### src/rtl/core/fixed_chunk_free_list_allocator_top_defines.svh
// Assertion macros for the chunk allocator core.
// Needs signals clk and arst_n in the including module's scope.
`ifndef FIXED_CHUNK_FREE_LIST_ALLOCATOR_TOP_DEFINES_SVH
`define FIXED_CHUNK_FREE_LIST_ALLOCATOR_TOP_DEFINES_SVH

// Same-cycle implication, disabled in reset.
`define FCFL_ASSERT_IMP(label, cond, prop, msg) \
	label: assert property (@(posedge clk) disable iff (!arst_n) (cond) |-> (prop)) \
		else $error(msg);

// Next-cycle implication, disabled in reset.
`define FCFL_ASSERT_NXT(label, cond, prop, msg) \
	label: assert property (@(posedge clk) disable iff (!arst_n) (cond) |=> (prop)) \
		else $error(msg);

`endif

### src/rtl/core/fcfl_pkg.sv
// Shared widths, codes and controller/datapath command types for the chunk allocator.
// No dependencies.
package fcfl_pkg;

	localparam int OFF_W         = 26;
	localparam int REQ_W         = 16;
	localparam int CNT_W         = 11;
	localparam int CB_W          = 17;
	localparam int ST_W          = 3;
	localparam int CFG_W         = 16;
	localparam int CIDX_W        = 1;
	localparam int POINTER_BYTES = 8;

	localparam logic [REQ_W-1:0] REQ_RESET = 16'd64;
	localparam logic [CNT_W-1:0] CNT_RESET = 11'd1024;

	typedef enum logic [ST_W-1:0] {
		ST_OK       = 3'd0,
		ST_EMPTY    = 3'd1,
		ST_NULL     = 3'd2,
		ST_RANGE    = 3'd3,
		ST_ALIGN    = 3'd4,
		ST_OVERFREE = 3'd5
	} status_t;

	typedef enum logic {
		OP_ALLOC = 1'b0,
		OP_FREE  = 1'b1
	} opcode_t;

	typedef enum logic [CIDX_W-1:0] {
		REG_CHUNK_SIZE  = 1'b0,
		REG_CHUNK_COUNT = 1'b1
	} reg_index_t;

	typedef struct packed {
		logic div_start;
		logic cb_load;
		logic sweep_clr;
		logic sweep_wr;
		logic list_init;
		logic in_load;
		logic alloc_rd;
		logic alloc_commit;
		logic free_commit;
	} dp_cmd_t;

	typedef struct packed {
		logic div_done;
		logic sweep_last;
	} dp_sts_t;

endpackage

### src/rtl/core/fcfl_ctrl.sv
// Controller: rebuild sequence, word acceptance and result handshake.
// Depends on fcfl_pkg and the assertion macro header.
`include "fixed_chunk_free_list_allocator_top_defines.svh"

module fcfl_ctrl (
	input  logic              clk,
	input  logic              arst_n,
	input  logic              cfg_we,
	input  logic              req_valid,
	input  logic              req_opcode,
	output logic              req_ready,
	output logic              rsp_valid,
	input  logic              rsp_ready,
	output fcfl_pkg::dp_cmd_t cmd,
	input  fcfl_pkg::dp_sts_t sts
);
	import fcfl_pkg::*;

	typedef enum logic [7:0] {
		S_CB_START   = 8'b00000001,
		S_SWEEP      = 8'b00000010,
		S_IDLE       = 8'b00000100,
		S_ALLOC_RD   = 8'b00001000,
		S_ALLOC_DONE = 8'b00010000,
		S_FREE_START = 8'b00100000,
		S_FREE_DIV   = 8'b01000000,
		S_FREE_CHK   = 8'b10000000
	} state_t;

	state_t state_q;
	state_t state_d;
	logic   rsp_valid_q;
	logic   out_free;

	always_comb begin
		cmd       = '0;
		state_d   = state_q;
		out_free  = !rsp_valid_q || rsp_ready;
		req_ready = (state_q == S_IDLE);
		unique case (state_q)
			S_CB_START: begin
				cmd.cb_load   = 1'b1;
				cmd.sweep_clr = 1'b1;
				state_d       = S_SWEEP;
			end
			S_SWEEP: begin
				cmd.sweep_wr = 1'b1;
				if (sts.sweep_last) begin
					cmd.list_init = 1'b1;
					state_d       = S_IDLE;
				end
			end
			S_IDLE: begin
				if (req_valid) begin
					cmd.in_load = 1'b1;
					state_d = (opcode_t'(req_opcode) == OP_FREE) ? S_FREE_START : S_ALLOC_RD;
				end
			end
			S_ALLOC_RD: begin
				cmd.alloc_rd = 1'b1;
				state_d      = S_ALLOC_DONE;
			end
			S_ALLOC_DONE: begin
				if (out_free) begin
					cmd.alloc_commit = 1'b1;
					state_d          = S_IDLE;
				end
			end
			S_FREE_START: begin
				cmd.div_start = 1'b1;
				state_d       = S_FREE_DIV;
			end
			S_FREE_DIV: begin
				if (sts.div_done)
					state_d = S_FREE_CHK;
			end
			S_FREE_CHK: begin
				if (out_free) begin
					cmd.free_commit = 1'b1;
					state_d         = S_IDLE;
				end
			end
			default: state_d = S_CB_START;
		endcase
		// restart the rebuild on any register write
		if (cfg_we)
			state_d = S_CB_START;
	end

	always_ff @(posedge clk or negedge arst_n) begin
		if (!arst_n) begin
			state_q     <= S_CB_START;
			rsp_valid_q <= 1'b0;
		end else begin
			state_q <= state_d;
			if (cmd.alloc_commit || cmd.free_commit)
				rsp_valid_q <= 1'b1;
			else if (rsp_ready)
				rsp_valid_q <= 1'b0;
		end
	end

	assign rsp_valid = rsp_valid_q;

	`FCFL_ASSERT_IMP(a_commit_room, (cmd.alloc_commit || cmd.free_commit), out_free, "result loaded over an untaken word")
	`FCFL_ASSERT_NXT(a_cfg_rebuild, cfg_we, (state_q == S_CB_START), "register write did not restart rebuild")
	`FCFL_ASSERT_NXT(a_div_clear, cmd.div_start, !sts.div_done, "divider done flag not cleared by start")
	`FCFL_ASSERT_IMP(a_chk_done, (state_q == S_FREE_CHK), sts.div_done, "free checked before quotient ready")
endmodule

### config.mk
export PLATFORM = sky130hd
export DESIGN_NAME = fcfl_ctrl
export DESIGN_NICKNAME = d
export VERILOG_FILES = /design/src/rtl/core/fcfl_pkg.sv /design/src/rtl/core/fcfl_ctrl.sv
export VERILOG_INCLUDE_DIRS = /design/src /design/src/rtl/core
export SDC_FILE = /design/constraint.sdc
export NUM_CORES = 1
export LEC_CHECK = 0
export BUFFER_PORTS_ARGS = -buffer_cell sky130_fd_sc_hd__buf_2
export CORE_MARGIN = 2
export CORE_UTILIZATION = 38
export DETAILED_ROUTE_END_ITERATION = 10
export HOLD_SLACK_MARGIN = 0.1
export PLACE_DENSITY_LB_ADDON = 0.1
export SYNTH_ARGS = -nofsm -noshare
export SYNTH_HDL_FRONTEND = slang
export SYNTH_SLANG_ARGS = --single-unit
### constraint.sdc
create_clock -name clk -period 1.5 [get_ports clk]
set_input_delay 0.075 -clock clk [delete_from_list [all_inputs] [get_ports clk]]
set_output_delay 0.075 -clock clk [all_outputs]
set_load 0.01 [all_outputs]
Yosys cells after proc, flatten, opt, wreduce, memory -nomap -nowiden
Index checks and enable logic that the tools add are counted.
Storage, ports and cells
  word-level logic and storage cells: 39
  input bits: 8
  register bits after elaboration: 9
  output and inout port bits: 11
Cells by class
  mux-type cells: 19
  reduce and logical (&&, ||, !) cells: 6
  eq/ne operators: 12
Operators by type and width (count)
  $pmux W8 S7: 1
  $mux W8: 5
  $mux W1: 10
  $ne A3 B3 Y1 const B: 3
  $eq A8 B1 Y1 const B: 1
  $eq A8 B2 Y1 const B: 1
  $eq A8 B3 Y1 const B: 1
  $eq A8 B4 Y1 const B: 1
  $eq A8 B5 Y1 const B: 1
  $eq A8 B6 Y1 const B: 1
  $eq A8 B7 Y1 const B: 1
  $eq A8 B8 Y1 const B: 1
  $mux W6: 1
  $mux W2: 2
  $reduce_and A4 Y1: 1
  $ne A3 B1 Y1 const B: 1
  $logic_or A1 B1 Y1: 2
  $reduce_bool A2 Y1: 1
  $reduce_or A2 Y1: 1
  $logic_not A1 Y1: 1

Longest topological paths before layout
  depth in word-level cells: 6
  gate-level depth with buffers: 6

Worst setup path before layout
OpenSTA, ideal clock, no wires.
  path type: register to register
  start: reg state_q[7]
  end: reg state_q[5]
  path slack: -0.057 ns
  stages on the path, launching flop included: 7
  arrival time: 1.438 ns
  cell sequence: dfrtp_1 > nor4_4 > nand4b_1 > inv_2 > a2bb2oi_1 > and2_4 > and3_1
On the way
  cells in the longest elaborated chain, start to end: 4
  elaborated cells between the ends (all ways): 16
  classes of those cells: eq/ne (12); mux (2); reduce/logical (2)
RTL lines
  from (decl): RTL line fcfl_ctrl.sv:30  | state_t state_q;
  from (signal assigned): RTL line fcfl_ctrl.sv:95  | state_q <= state_d;
  $eq A8 B8 Y1 or $eq A8 B5 Y1 (tied branches): RTL line fcfl_ctrl.sv:40  | unique case (state_q)
  $reduce_or A2 Y1 (no line)
  $pmux W8 S7 or $ne A3 B1 Y1 (tied branches)
  $mux W8 or $reduce_and A4 Y1 (tied branches)
Several ways; a longest one is shown, not always the timed one.
A chain may end at the register's enable or synchronous reset.

==> metrics.yaml <==
status: "finished with violations"
violations: "negative setup slack"
hold_path_startpoint: "sts[1]"
nNetsFinal: 113
vdd_drop_max_v: 0.000658
area_growth_pct: 71.9
drive_above_1_share_pct: 57.7
avgSynthCellArea_um2: 9.66
cpPeakStageDelay_ns: 0.42
clk_pin_slew_ns: 0.06
final.setup.worst_slack_ns: -0.214
portBuffers: 18
finalSetupViolations: 16
drv_slew: 0
cap_violations: 0
drtPass1Iterations: 4
crit_chain: "nor4_4, nand4b_1, buf_4, nor2_1, buf_2"
critical_path.startpoint: "state_q[7]"
gp_congestion: 0.813
pin_count: 19
cts_num_sinks: 9
diodes: 0
crit_slowest_cell: "dfrtp_1"
crit_arrival_ns: 1.64
vias_per_cell: 5.40
crit_path_max_fanout: 4
num_vias: 643
grt_pass1_wl_um: 2770
final_cell_mix: "buf_4 (19), nor2_1 (13), buf_2 (12)"
end_kind: "output port"
start_util_pct: 42.0
cts_buffers: 3
layout_commonest_cell: "buf_4"
crit_path_start_kind: "register"
first_global_vias: 610
hp-class: "in2reg"
p_leak_uw: 0.000499
rows: 13
final.fill_count: 102
hold_viol_final: 0
synthDominantCellAreaShare_pct: 35.7
syn_area_um2: 561
r2r_start: "state_q[1]"
max_freq_mhz: 583
fin_tns_setup_ns: -2.24
clock_latency_ns: 0.27
placed_area_um2: 766
synth-seq-cells: 9
dpl.hpwl_um: 1230
multiInputGateArea_um2: 343
worst_ep_required_time_ns: 1.42
synthTopCellsByArea: "dfrtp_1 (36%), nor2_1 (11%), nand4b_1 (7.8%)"
htreeDepth: 1
seq_area_frac_synth_pct: 40.4
setup.worst_path.class: "reg2out"
ant_nets: 0
grt_max_degree: 10
skew_ns: 0.000951
cts_tree: "done"
place_ws_ns: -0.136
max_slew.worst_pin.slew_ns: 0.270
grt-ovfl-total: 0
drtIter0Drc: 10
final_area_um2: 963
cts.path.max_buffers: 2
grt_usage_pct: 21.1
fin_crit_ns: 1.71
drt_drc_violations_left: 0
fin_crit_sh_pct: 114
wl_um: 1750
wl_per_cell_um: 14.7
relSlewSlack_pct: 81.8
synth_top_area_cell: "dfrtp_1"
ys_types: 26
antenna_found_initial: 0
fp.dieH_um: 42.4
cts-root-buf: "clkbuf_4"
die-area_um2: 1800
synthesis.nets: 66
core-area_um2: 1330
die_x_um: 42.4
final-seq-area_um2: 226
rsz0062_at_grt: "true"
synthCells: 58
power_density_nw_per_um2: 799
yosys_warnings: 0
[timing repair]
item / in CTS / in global routing
setup endpoints to repair: 16 / 18
hold buffers: 3 / 0
resized for setup: 13 / 3
pin swaps: 13 / 9
buffers inserted: 8 / 2
gates cloned: 0 / 0
hold endpoints to repair: 16 / 0
[logic make-up after synthesis]
family,share of synthesized area [%]
and+or+nand+nor,42.9
DFF,40.4
AOI/OAI and AO/OA,12.7
buffers and inverters,4.02
[registers in the layout (all words and copies together) (netlist names)]
register and flops:
state_q 8, rsp_valid 1
[power breakdown]
group | total, uW | internal, uW | leakage (uW) | switching, uW
logic | 294 | 170 | 0.000363 | 124
registers | 282 | 264 | 0.000121 | 18.3
clock network | 193 | 103 | 0.0000150 | 90.6
[layout make-up]
type / instances / area share, %
clock buffers: 4 / 2.73
inverters: 4 / 1.56
multi-input cells: 44 / 35.6
flip-flops and latches: 9 / 23.5
well taps: 15 / 1.95
repair buffers: 43 / 34.7
[per-layer routing]
metal / vias up / global-route usage (%) / part of all wire (%)
met5: - / 0 / 0
li1: 302 / - / -
met4: 0 / 11.3 / 1.8
met2: 20 / 35.4 / 49
met1: 317 / 24.5 / 44
met3: 4 / 5.17 / 4.5
[final timing paths]
path / endpoint / slack (ns) / cells after the start
setup / recovery: cmd[4] / -0.21 / 5
hold / removal: state_q[6] / 0.12 / 4
setup reg to reg: state_q[3] / -0.20 / 6
hold reg to reg: rsp_valid / 0.55 / 2
max in group asynchronous: state_q[0] / 1.07 / 2
min in group asynchronous: rsp_valid / 0.19 / 2
[worst max-delay path: cells and delay by family (launching register included)]
| kind | cells | cell delay [ns] |
|---|---|---|
| buffers and inverters | 2 | 0.32 |
| and+or+nand+nor | 3 | 0.63 |
| DFF | 1 | 0.42 |
[cell usage after synthesis]
master / instances
a21o_1: 1
nand2b_1: 1
inv_2: 1
and2_2: 1
a211oi_2: 2
a32oi_1: 1
a2bb2oi_1: 1
and4b_2: 1
dfstp_2: 1
dfrtp_1: 8
and2_4: 1
inv_1: 3
nand4b_1: 5
nand3_1: 1
a21oi_1: 1
nor2_1: 16
a41o_1: 1
nor4_4: 2
a31oi_1: 1
and3_1: 1
nor4_1: 1
buf_4: 1
nor2b_1: 1
nand2_1: 2
and4b_1: 2
and3b_1: 1
[metrics by stage]
stage	total power [uW]	std cells	util (%)	hold WS, ns
global placement	500	103	57.4	-0.0645
global route	815	119	72.2	0.116
finish	770	119	72.2	0.117
CTS	750	117	70.5	0.108
detailed placement	505	103	57.4	-0.0662
floorplan	414	58	-	-0.221
Note: power is estimated with default switching activity, not from simulation.
